### src/hw/rtl/rvpp_pkg.sv
// Shared constants and types for the RIP version 2 packet parser.
`default_nettype none

package rvpp_pkg;

	localparam int MAX_ENTRIES   = 25;
	localparam int ENTRY_LEN     = 20;
	localparam int CNT_W         = $clog2(MAX_ENTRIES + 1);
	localparam int IDX_W         = (MAX_ENTRIES > 1) ? $clog2(MAX_ENTRIES) : 1;
	localparam int EIDX_W        = $clog2(ENTRY_LEN);
	localparam int ENTRY_TOTAL_W = 5;
	localparam int ROUTE_W       = 128;
	localparam int TDATA_W       = 144;

	localparam logic [7:0] CMD_REQUEST  = 8'd1;
	localparam logic [7:0] CMD_RESPONSE = 8'd2;
	localparam logic [7:0] RIP_VERSION  = 8'd2;
	localparam logic [7:0] FAMILY_INET  = 8'd2;
	localparam logic [7:0] METRIC_MAX   = 8'd16;

	// byte positions inside one 20-byte route entry
	localparam logic [EIDX_W-1:0] E_FAMILY_HI = EIDX_W'(0);
	localparam logic [EIDX_W-1:0] E_FAMILY_LO = EIDX_W'(1);
	localparam logic [EIDX_W-1:0] E_TAG_HI    = EIDX_W'(2);
	localparam logic [EIDX_W-1:0] E_TAG_LO    = EIDX_W'(3);
	localparam logic [EIDX_W-1:0] E_MASK_0    = EIDX_W'(8);
	localparam logic [EIDX_W-1:0] E_MASK_1    = EIDX_W'(9);
	localparam logic [EIDX_W-1:0] E_MASK_2    = EIDX_W'(10);
	localparam logic [EIDX_W-1:0] E_MASK_3    = EIDX_W'(11);
	localparam logic [EIDX_W-1:0] E_METRIC_0  = EIDX_W'(16);
	localparam logic [EIDX_W-1:0] E_METRIC_1  = EIDX_W'(17);
	localparam logic [EIDX_W-1:0] E_METRIC_2  = EIDX_W'(18);
	localparam logic [EIDX_W-1:0] E_METRIC_3  = EIDX_W'(19);

	typedef enum logic [1:0] {
		ST_RECV,
		ST_READ,
		ST_SEND
	} state_t;

endpackage

`default_nettype wire

### src/hw/rtl/rip_v2_packet_parser.sv
// Top level: byte-serial RIP v2 message parser with route entry buffer.
`default_nettype none

// Packet bytes enter one per cycle on the slave side, starting with the first IPv4
// header byte, tlast on the final byte. Each byte is checked as it arrives: header
// fields by position, entry fields byte by byte while the entry bytes shift into a
// 15-byte shift register; a complete entry inside the IPv4 total length is written
// to a 25-deep, 128-bit route buffer in its last byte's cycle. The slave side is
// held off from the cycle after the last byte until every result of that packet has
// been taken. Then the block sends one result: an invalid verdict, an empty valid
// result, or one result per buffered entry. Each entry result is a registered buffer
// read, then the output beat, plus any master-side stall; a verdict without entries
// is ready the cycle after the last byte.
module rip_v2_packet_parser (
	input  wire logic                        clk,
	input  wire logic                        arst_n,
	input  wire logic                        s_tvalid,
	output logic                             s_tready,
	input  wire logic [7:0]                  s_tdata,  // [7:0] byte_value
	input  wire logic                        s_tlast,  // last_byte
	output logic                             m_tvalid,
	input  wire logic                        m_tready,
	// [0] packet_ok, [2:1] rip_command, [7:3] entry_total, [8] entry_present,
	// [40:9] route_address, [72:41] route_mask, [104:73] next_hop,
	// [136:105] route_metric, [143:137] zero
	output logic [rvpp_pkg::TDATA_W-1:0]     m_tdata,
	output logic                             m_tlast   // final_result
);
	import rvpp_pkg::*;

	state_t state_q, state_nxt;

	logic [15:0]       pos_q, pos_nxt;
	logic [6:0]        off_q, off_nxt;
	logic [15:0]       len_q, len_nxt;
	logic [7:0]        cmd_q, cmd_nxt;
	logic              err_q, err_nxt;
	logic [CNT_W-1:0]  cnt_q, cnt_nxt;
	logic [EIDX_W-1:0] eidx_q, eidx_nxt;
	logic              bad_q, bad_nxt;
	logic              mzero_q, mzero_nxt;
	logic [119:0]      shift_q;

	logic [ROUTE_W-1:0] route_mem [MAX_ENTRIES];
	logic [ROUTE_W-1:0] mem_rd_q;

	logic              ok_q;
	logic [1:0]        ocmd_q;
	logic [CNT_W-1:0]  n_q;
	logic              ent_q;
	logic [IDX_W-1:0]  rd_idx_q;

	logic              s_acc, s_last_acc;
	logic [7:0]        b;
	logic [15:0]       rel;
	logic              wr_en;
	logic              ebyte;
	logic              bad_b, bad_acc, prev_zero;
	logic [7:0]        inv;
	logic              pkt_ok;
	logic [CNT_W-1:0]  pkt_n;
	logic              out_final;
	logic [ROUTE_W-1:0] route;

	assign b          = s_tdata;
	assign s_acc      = s_tvalid && s_tready;
	assign s_last_acc = s_acc && s_tlast;

	// per-byte header and entry checks
	always_comb begin
		pos_nxt   = pos_q;
		off_nxt   = off_q;
		len_nxt   = len_q;
		cmd_nxt   = cmd_q;
		err_nxt   = err_q;
		cnt_nxt   = cnt_q;
		eidx_nxt  = eidx_q;
		bad_nxt   = bad_q;
		mzero_nxt = mzero_q;
		wr_en     = 1'b0;
		ebyte     = 1'b0;
		bad_b     = 1'b0;
		bad_acc   = 1'b0;
		prev_zero = 1'b0;
		inv       = ~b;
		rel       = pos_q - {9'd0, off_q};

		if (pos_q == 16'd0) begin
			off_nxt = {1'b0, b[3:0], 2'b00} + 7'd8;
		end
		if (pos_q == 16'd2) begin
			len_nxt[15:8] = b;
		end
		if (pos_q == 16'd3) begin
			len_nxt[7:0] = b;
		end

		if (pos_q[15:3] != 13'd0 && pos_q >= {9'd0, off_q}) begin
			if (rel == 16'd0) begin
				cmd_nxt = b;
			end else if (rel == 16'd1) begin
				if (b != RIP_VERSION) err_nxt = 1'b1;
			end else if (rel == 16'd2 || rel == 16'd3) begin
				if (b != 8'd0) err_nxt = 1'b1;
				eidx_nxt = E_FAMILY_HI;
			end else begin
				ebyte = 1'b1;
				case (eidx_q)
					E_FAMILY_HI, E_TAG_HI, E_TAG_LO, E_METRIC_0, E_METRIC_1, E_METRIC_2: begin
						bad_b = (b != 8'd0);
					end
					E_FAMILY_LO: begin
						bad_b = !((cmd_q == CMD_REQUEST && b == 8'd0) ||
						          (cmd_q == CMD_RESPONSE && b == FAMILY_INET));
					end
					E_MASK_0, E_MASK_1, E_MASK_2, E_MASK_3: begin
						// once a zero bit is seen every later mask bit must be zero
						prev_zero = (eidx_q == E_MASK_0) ? 1'b0 : mzero_q;
						bad_b     = prev_zero ? (b != 8'd0) : ((inv & (inv + 8'd1)) != 8'd0);
						mzero_nxt = prev_zero || (b != 8'hFF);
					end
					E_METRIC_3: begin
						bad_b = (b == 8'd0) || (b > METRIC_MAX);
					end
					default: begin
						bad_b = 1'b0;
					end
				endcase
				bad_acc  = ((eidx_q == E_FAMILY_HI) ? 1'b0 : bad_q) || bad_b;
				bad_nxt  = bad_acc;
				eidx_nxt = (eidx_q == E_METRIC_3) ? E_FAMILY_HI : eidx_q + EIDX_W'(1);
				if (eidx_q == E_METRIC_3 && ({1'b0, pos_q} + 17'd1) <= {1'b0, len_q}) begin
					err_nxt = err_nxt || bad_acc;
					if (cnt_q < CNT_W'(MAX_ENTRIES)) begin
						wr_en   = 1'b1;
						cnt_nxt = cnt_q + CNT_W'(1);
					end else begin
						err_nxt = 1'b1;
					end
				end
			end
		end

		pos_nxt = (pos_q == 16'hFFFF) ? pos_q : pos_q + 16'd1;
	end

	// verdict as of the last byte, including that byte's own effect
	always_comb begin
		pkt_ok = !err_nxt && (cmd_nxt == CMD_REQUEST || cmd_nxt == CMD_RESPONSE) &&
		         ({1'b0, len_nxt} <= ({1'b0, pos_q} + 17'd1)) &&
		         (len_nxt >= ({9'd0, off_nxt} + 16'd4));
		pkt_n  = pkt_ok ? cnt_nxt : '0;
	end

	always_ff @(posedge clk or negedge arst_n) begin
		if (!arst_n) begin
			pos_q   <= '0;
			off_q   <= '0;
			len_q   <= '0;
			cmd_q   <= '0;
			err_q   <= 1'b0;
			cnt_q   <= '0;
			eidx_q  <= '0;
			bad_q   <= 1'b0;
			mzero_q <= 1'b0;
		end else if (s_last_acc) begin
			pos_q   <= '0;
			off_q   <= '0;
			len_q   <= '0;
			cmd_q   <= '0;
			err_q   <= 1'b0;
			cnt_q   <= '0;
			eidx_q  <= '0;
			bad_q   <= 1'b0;
			mzero_q <= 1'b0;
		end else if (s_acc) begin
			pos_q   <= pos_nxt;
			off_q   <= off_nxt;
			len_q   <= len_nxt;
			cmd_q   <= cmd_nxt;
			err_q   <= err_nxt;
			cnt_q   <= cnt_nxt;
			eidx_q  <= eidx_nxt;
			bad_q   <= bad_nxt;
			mzero_q <= mzero_nxt;
		end
	end

	// entry bytes shift in from the top; oldest kept byte is entry byte 4
	always_ff @(posedge clk) begin
		if (s_acc && ebyte) begin
			shift_q <= {b, shift_q[119:8]};
		end
	end

	always_ff @(posedge clk) begin
		if (s_acc && wr_en) begin
			route_mem[cnt_q[IDX_W-1:0]] <= {b, shift_q};
		end
	end

	always_ff @(posedge clk) begin
		if (state_q == ST_READ) begin
			mem_rd_q <= route_mem[rd_idx_q];
		end
	end

	always_ff @(posedge clk or negedge arst_n) begin
		if (!arst_n) begin
			ok_q     <= 1'b0;
			ocmd_q   <= '0;
			n_q      <= '0;
			ent_q    <= 1'b0;
			rd_idx_q <= '0;
		end else if (s_last_acc) begin
			ok_q     <= pkt_ok;
			ocmd_q   <= pkt_ok ? cmd_nxt[1:0] : 2'd0;
			n_q      <= pkt_n;
			ent_q    <= (pkt_n != '0);
			rd_idx_q <= '0;
		end else if (state_q == ST_SEND && m_tready && !out_final) begin
			rd_idx_q <= rd_idx_q + IDX_W'(1);
		end
	end

	assign out_final = ent_q ? ((CNT_W'(rd_idx_q) + CNT_W'(1)) == n_q) : 1'b1;

	always_ff @(posedge clk or negedge arst_n) begin
		if (!arst_n) begin
			state_q <= ST_RECV;
		end else begin
			state_q <= state_nxt;
		end
	end

	always_comb begin
		state_nxt = state_q;
		case (state_q)
			ST_RECV: begin
				if (s_last_acc) state_nxt = (pkt_n != '0) ? ST_READ : ST_SEND;
			end
			ST_READ: begin
				state_nxt = ST_SEND;
			end
			ST_SEND: begin
				if (m_tready) state_nxt = out_final ? ST_RECV : ST_READ;
			end
			default: begin
				state_nxt = ST_RECV;
			end
		endcase
	end

	always_comb begin
		s_tready = 1'b0;
		m_tvalid = 1'b0;
		case (state_q)
			ST_RECV: begin
				s_tready = 1'b1;
			end
			ST_SEND: begin
				m_tvalid = 1'b1;
			end
			default: begin
				s_tready = 1'b0;
				m_tvalid = 1'b0;
			end
		endcase
	end

	assign route   = ent_q ? mem_rd_q : '0;
	assign m_tdata = {7'd0, route, ent_q, ENTRY_TOTAL_W'(n_q), ocmd_q, ok_q};
	assign m_tlast = out_final;

	a_no_overlap: assert property (@(posedge clk) disable iff (!arst_n)
		!(s_tready && m_tvalid))
		else $error("input and output sides active together");

	a_cnt_bound: assert property (@(posedge clk) disable iff (!arst_n)
		cnt_q <= CNT_W'(MAX_ENTRIES))
		else $error("entry count past buffer depth");

	a_hold_after_last: assert property (@(posedge clk) disable iff (!arst_n)
		s_last_acc |=> !s_tready && (state_q == ST_READ || state_q == ST_SEND))
		else $error("input not held off after last beat");

	a_verdict_final: assert property (@(posedge clk) disable iff (!arst_n)
		(m_tvalid && !ent_q) |-> m_tlast)
		else $error("entry-less result not marked final");

	a_ok_entries: assert property (@(posedge clk) disable iff (!arst_n)
		(m_tvalid && ent_q) |-> ok_q)
		else $error("entry result on invalid packet");

endmodule

`default_nettype wire
### config.mk
export PLATFORM = sky130hd
export DESIGN_NAME = rip_v2_packet_parser
export DESIGN_NICKNAME = d
export VERILOG_FILES = /design/src/hw/rtl/rvpp_pkg.sv /design/src/hw/rtl/rip_v2_packet_parser.sv
export SDC_FILE = /design/constraint.sdc
export NUM_CORES = 2
export LEC_CHECK = 0
export BUFFER_PORTS_ARGS = -buffer_cell sky130_fd_sc_hd__buf_2
export CORE_ASPECT_RATIO = 0.75
export CORE_MARGIN = 2
export CORE_UTILIZATION = 40
export CTS_CLUSTER_SIZE = 20
export DETAILED_ROUTE_END_ITERATION = 10
export PLACE_DENSITY = 0.52
export RECOVER_POWER = 25
export REMOVE_ABC_BUFFERS = 1
export SLEW_MARGIN = 30
export SYNTH_ARGS = -nofsm -noshare
export SYNTH_HDL_FRONTEND = slang
export SYNTH_SLANG_ARGS = --single-unit
### constraint.sdc
create_clock -name clk -period 16 [get_ports clk]
set_input_delay 1.6 -clock clk [delete_from_list [all_inputs] [get_ports clk]]
set_output_delay 1.6 -clock clk [all_outputs]
set_load 0.01 [all_outputs]
=== After elaboration in Yosys (flattened, before gate mapping) ===
Memory sizes are Yosys's and may differ from the RTL's. A register that Yosys moved wholly into a read port is not among the register bits.
Cells that the tools add are included.

* Register bits: 196
* Memory bits (writable): 3200
* Input bits: 13
* Output and inout bits: 147
* Memories: 1

{| class="wikitable"
|+ Memories
! name !! words !! width !! read ports !! clocked after Yosys merged registers in !! wr ports !! line !! source
|-
| route_mem || 25 || 128 || 1 || 1 || 1 || rip_v2_packet_parser.sv:44 || <nowiki>logic [ROUTE_W-1:0] route_mem [MAX_ENTRIES];</nowiki>
|}

* Add/sub/neg operators: 9
* $lt $le $gt $ge: 6
* Equal/unequal tests: 33
* Multiplexer cells: 85
* Bitwise logic cells: 2
* Reduce and logical (&&, ||, !) cells: 43

{| class="wikitable"
|+ Operators by type and width
! kind !! count
|-
| $mux W128 || 1
|-
| $mux W5 || 18
|-
| $mux W16 || 5
|-
| $eq A16 B2 Y1 const B || 4
|-
| $mux W8 || 6
|-
| $mux W1 || 46
|-
| $logic_not A16 Y1 || 2
|-
| $eq A8 B2 Y1 const B || 3
|-
| $mux W7 || 3
|-
| $eq A5 B4 Y1 const B || 4
|-
| $eq A5 B5 Y1 const B || 4
|-
| $add A16 B1 Y17 const B || 1
|-
| $le A16 B17 Y1 || 1
|-
| $le A17 B16 Y1 || 1
|-
| $add A16 B1 Y16 const B || 1
|-
| $eq A16 B1 Y1 const B || 1
|-
| $eq A16 B16 Y1 const B || 1
|-
| $eq A8 B1 Y1 const B || 2
|-
| $ge A16 B7 Y1 || 1
|-
| $ge A16 B8 Y1 || 1
|-
| $reduce_bool A8 Y1 || 2
|-
| $sub A16 B7 Y16 || 1
|-
| $add A5 B1 Y5 const B || 3
|-
| $logic_and A1 B1 Y1 || 13
|-
| other kinds (32) || 53
|}

=== Depth between registers and ports, before layout ===
* Depth after elaboration: 27
* Gate-level depth with buffers: 21
* Gate-level depth less buffers: 18

=== Least setup slack after synthesis ===
Ideal clock, no wire load.

* Path type: register -> register
* Start: reg pos_q[2]
* End: mem route_mem[24][0] (enable)
* Data arrival time: 12378 ps
* Data required time: 15227 ps
* Path slack: 2849 ps
* Stages on the path, launching flop included: 21
* Path buffers: 2
* Period minus slack after synthesis: 13151 ps
* Cells stage by stage: dfrtp_1 clkbuf_1 nand3_1 nor3_1 and3_1 clkbuf_1 nand2_1 nor2_1 nand3_1 xor2_1 inv_1 ha_1 nand2_1 nor4_1 a21oi_1 o31ai_1 nand4_1 a31oi_1 and2_1 nand2_1 nor3_1

* Word-level cells in the longest chain between the ends: 11
* Elaborated cells on any way between the ends: 19

{| class="wikitable"
|+ Ends and longest elaborated chain
! what !! line !! source
|-
| start: declaration || rip_v2_packet_parser.sv:33 || <nowiki>logic [15:0] pos_q, pos_nxt;</nowiki>
|-
| start signal: assignment || rip_v2_packet_parser.sv:177 || <nowiki>pos_q <= pos_nxt;</nowiki>
|-
| $add A16 B1 Y17 || rip_v2_packet_parser.sv:132 || <nowiki>if (eidx_q == E_METRIC_3 && ({1'b0, pos_q} + 17'd1) <= {1'b0, len_q}) begin</nowiki>
|-
| $le A17 B16 Y1 || rip_v2_packet_parser.sv:132 ||
|-
| $logic_and A1 B1 Y1 || rip_v2_packet_parser.sv:132 ||
|-
| $mux W1 || rip_v2_packet_parser.sv:132 ||
|-
| $mux W1 || rip_v2_packet_parser.sv:103 || <nowiki>end else if (rel == 16'd2 || rel == 16'd3) begin</nowiki>
|-
| $mux W1 || rip_v2_packet_parser.sv:101 || <nowiki>end else if (rel == 16'd1) begin</nowiki>
|-
| $mux W1 || rip_v2_packet_parser.sv:99 || <nowiki>if (rel == 16'd0) begin</nowiki>
|-
| $mux W1 (*) || rip_v2_packet_parser.sv:98 || <nowiki>if (pos_q[15:3] != 13'd0 && pos_q >= {9'd0, off_q}) begin</nowiki>
|-
| $logic_and A1 B1 Y1 (*) || rip_v2_packet_parser.sv:197 || <nowiki>if (s_acc && wr_en) begin</nowiki>
|-
| $mux W1 (*) || rip_v2_packet_parser.sv:197 ||
|-
| $mux W1 (not written as such) (*) || rip_v2_packet_parser.sv:198 || <nowiki>route_mem[cnt_q[IDX_W-1:0]] <= {b, shift_q};</nowiki>
|-
| end: declaration || rip_v2_packet_parser.sv:44 ||
|}

Mark *: on every way between the ends. The rest lies on a longest branch, timed or not.

=== Worst setup path after layout ===
* Start: reg pos_q[1]
* End: mem route_mem[24][17] (enable)

The elaborated chain is that of the path after synthesis.

==> out/metrics.cfg <==
[global_route]
grt_max_degree=117
antenna_found_initial=22
grt-ovfl-total=0
grt_usage_pct=19.9
grt_pass1_vias=64031
grt_pass1_wl_mm=492

[timing]
tightest_slew_ns=1.70
finalMaxSlewViolations=54
period_share_pct=47.3
setup_slack_ns=8.43
finalSetupViolCount=0
fin_worst_skew_ns=0.0892
rsz0062_at_grt=no
fmax_mhz=132
finalHoldViolCount=0
timing.hold.ws_ns=0.484
min_period_ns=7.57
maxSlewHeadroom_pct=-13.3
fin_setup_tns_ns=0

[cts]
clock_sinks=3524
holdBufCountCts=0
ctsRootBufferMaster=clkbuf_16
htreeDepth=5
clk_pin_slew_ns=0.06
insertion_delay_ns=0.93
cts_buffers=350
cts_setup_buffers=0
clockBufferDepth=4
ctsResizeCount=0
cts_tree=built

[worst_setup_path]
startpoint_type=flop
cp_max_fo=36
required_ns=16.47
crit_type=reg2reg
worstSetupEndpointType=flop
arrival_ns=8.04

[floorplan]
io_pins=160
fp.coreArea_um2=339000
initial_core_util_pct=40.2
die_height_um=509
die_x_um=678
dieArea_um2=345000
row_count=185

[route]
highest_layer=met4
wire_per_inst_um=31.5
vias=62607
drtIter0Drc=6952
route.met2.wl_mm=157
wl_met1_mm=162
route.detailed.drc=0
viasPerCell=5.67
firstDrtPassIters=5
wl_mm=348
wl_met3_mm=21.4
final_antenna_net_count=0

[worst_hold_path]
hp-class=reg2reg

[placement]
placed_area_um2=143000
dp_slack_ns=8.46
dp_hpwl_mm=182
placement.io_buffers=152
finalWeightedCongestion=0.796

[pwr]
p_total_mw=18.5
p_per_area_nw_per_um2=120
p_leak_nw=47.2
peakVddDrop_v=0.0000937

[synth]
synth_cells=5881
yosysUniqueCellTypes=83
syn_area_um2=136000
ys_ff_latch=3524
synth_edf_count=3448
async_flop_share_pct=2.16
ys.warnings.count=0
synthTopCellsByArea=edfxtp_1, mux4_2, mux2_2
netlist.area_leader.share_pct=76.1
synth_area_per_cell_um2=23.2
yosysSeqAreaShare_pct=77.4
synth_top_flop_cell=edfxtp_1
synth.largest_area_cell=edfxtp_1

[status]
status=complete, but fails checks
violations=capacitance limit, slew limit

[layout]
fillCellCount=28013
drive_gt1_share_pct=32.4
area_delta_synth_final_pct=13.4
nNetsFinal=6347
fin_area_um2=154000

[flow_run]
maxCapViolCount=2

==> flip-flops by register name (all words and copies together) (netlist names), 5 cells and up <==
name       flops
mem_rd_q     128
cmd_q          8
off_q          7
len_q         16
rd_idx_q       5
pos_q         16
n_q            5
eidx_q         5
shift_q      120
route_mem   3200
cnt_q          5
==> cell usage in the layout (no fill, tap or decap), types with 7 or more instances in the layout <==
| cell type | synthesis | final |
|---|---|---|
| edfxtp_1 | 3448 | 3448 |
| mux4_2 | 896 | 896 |
| mux2_2 | 396 | 396 |
| clkbuf_16 | 0 | 356 |
| buf_2 | 1 | 151 |
| and2_1 | 136 | 136 |
| clkbuf_1 | 227 | 116 |
| buf_4 | 9 | 82 |
| nand2_1 | 81 | 81 |
| clkinv_1 | 0 | 77 |
| clkinv_2 | 0 | 71 |
| dfrtp_1 | 76 | 70 |
| ha_1 | 62 | 62 |
| inv_1 | 60 | 60 |
| o21ai_0 | 59 | 59 |
| nor2_1 | 79 | 53 |
| bufinv_16 | 0 | 35 |
| nand3_1 | 30 | 30 |
| a21oi_1 | 27 | 27 |
| nor2_4 | 0 | 26 |
| buf_12 | 0 | 23 |
| xor2_1 | 22 | 22 |
| buf_6 | 1 | 14 |
| nand4_1 | 12 | 12 |
| mux2i_1 | 12 | 12 |
| nor3_1 | 13 | 11 |
| o31ai_1 | 11 | 11 |
| a22o_1 | 10 | 10 |
| xnor2_1 | 9 | 9 |
| nor4_1 | 9 | 9 |
| o22ai_1 | 9 | 8 |
| clkinvlp_4 | 0 | 8 |
| inv_6 | 0 | 8 |
| buf_16 | 0 | 8 |
| diode_2 | 0 | 7 |
| and3_1 | 7 | 7 |
| conb_1 | 1 | 7 |
==> path summary, 6_finish.rpt <==
path	from	slack [ns]	to	cells past startpoint
min in group asynchronous	arst_n	0.77	len_q[8]	1
max	pos_q[1]	8.43	route_mem[24][17]	21
min	ocmd_q[1]	0.48	ocmd_q[1]	2
min reg2reg	ocmd_q[1]	0.48	ocmd_q[1]	2
max reg2reg	pos_q[1]	8.43	route_mem[24][17]	21
max in group asynchronous	arst_n	14.62	rd_idx_q[1]	1
==> metrics by stage <==
stage,utilization [%],instances
2_1_floorplan,-,5588
3_3_place_gp,42.2,10349
3_5_place_dp,42.2,10362
4_1_cts,45.5,10990
5_1_grt,45.6,11036
6_report,45.6,11042
==> layout make-up <==
| type | count | area (um2) | area share, % |
|---|---|---|---|
| Inverter | 60 | 225 | 0.146 |
| Sequential cell | 3524 | 105000 | 68.3 |
| Antenna cell | 7 | 17.5 | 0.0113 |
| Clock inverter | 207 | 1960 | 1.27 |
| Multi-Input combinational cell | 2004 | 29500 | 19.1 |
| Clock buffer | 421 | 9170 | 5.94 |
| Timing Repair Buffer | 331 | 2410 | 1.56 |
| Tap cell | 4488 | 5620 | 3.64 |
==> cells in the mapped netlist, types with 7 or more instances <==
| cell type | number |
|---|---|
| a21oi_1 | 27 |
| a22o_1 | 10 |
| and2_1 | 136 |
| and3_1 | 7 |
| buf_1 | 59 |
| buf_4 | 9 |
| clkbuf_1 | 227 |
| dfrtp_1 | 76 |
| edfxtp_1 | 3448 |
| ha_1 | 62 |
| inv_1 | 60 |
| mux2_2 | 396 |
| mux2i_1 | 12 |
| mux4_2 | 896 |
| nand2_1 | 81 |
| nand3_1 | 30 |
| nand4_1 | 12 |
| nor2_1 | 79 |
| nor3_1 | 13 |
| nor4_1 | 9 |
| o21ai_0 | 59 |
| o22ai_1 | 9 |
| o31ai_1 | 11 |
| xnor2_1 | 9 |
| xor2_1 | 22 |
==> where the power goes <==
| part | total (mW) | internal (mW) | switching, mW |
|---|---|---|---|
| Clock | 8.11 | 4.65 | 3.46 |
| Combinational | 0.398 | 0.142 | 0.256 |
| Sequential | 10.0 | 10.0 | 0.0183 |
==> metal layers <==
layer  global-route usage [%]  vias up
li1                         -    25607
met1                     30.9    34394
met2                     29.9     2166
met3                     3.08      440
met4                     4.49        0
met5                        0        -
==> logic make-up (layout without fill, tap and decap cells) <==
group,after synthesis,in the layout,synth area share (%)
flops,3524,3524,77.4
xor+xnor,31,31,0.199
compound gates,181,181,0.900
simple gates,418,418,1.65
other cells,1,14,0.00275
fa+ha+maj,63,63,0.584
buf+inv,359,1019,1.04
mux,1304,1304,18.2
==> worst max-delay path: stages, from the launching register on <==
cell     delay, ns
dfrtp_1       0.46
inv_1         0.15
nor3_1        0.40
and3_1        0.33
nand2_1       0.08
nor2_1        0.33
nand3_1       0.15
xor2_1        0.30
inv_1         0.08
ha_1          0.28
nand2_1       0.12
or2_2         0.13
o22ai_1       0.07
o31ai_1       0.51
nand4_1       0.16
a31oi_1       0.54
and2_1        0.32
nand2_1       0.42
nor3_2        0.30
buf_4         0.48
buf_4         0.72
buf_4         0.79
(Power assumes the default switching activity.)
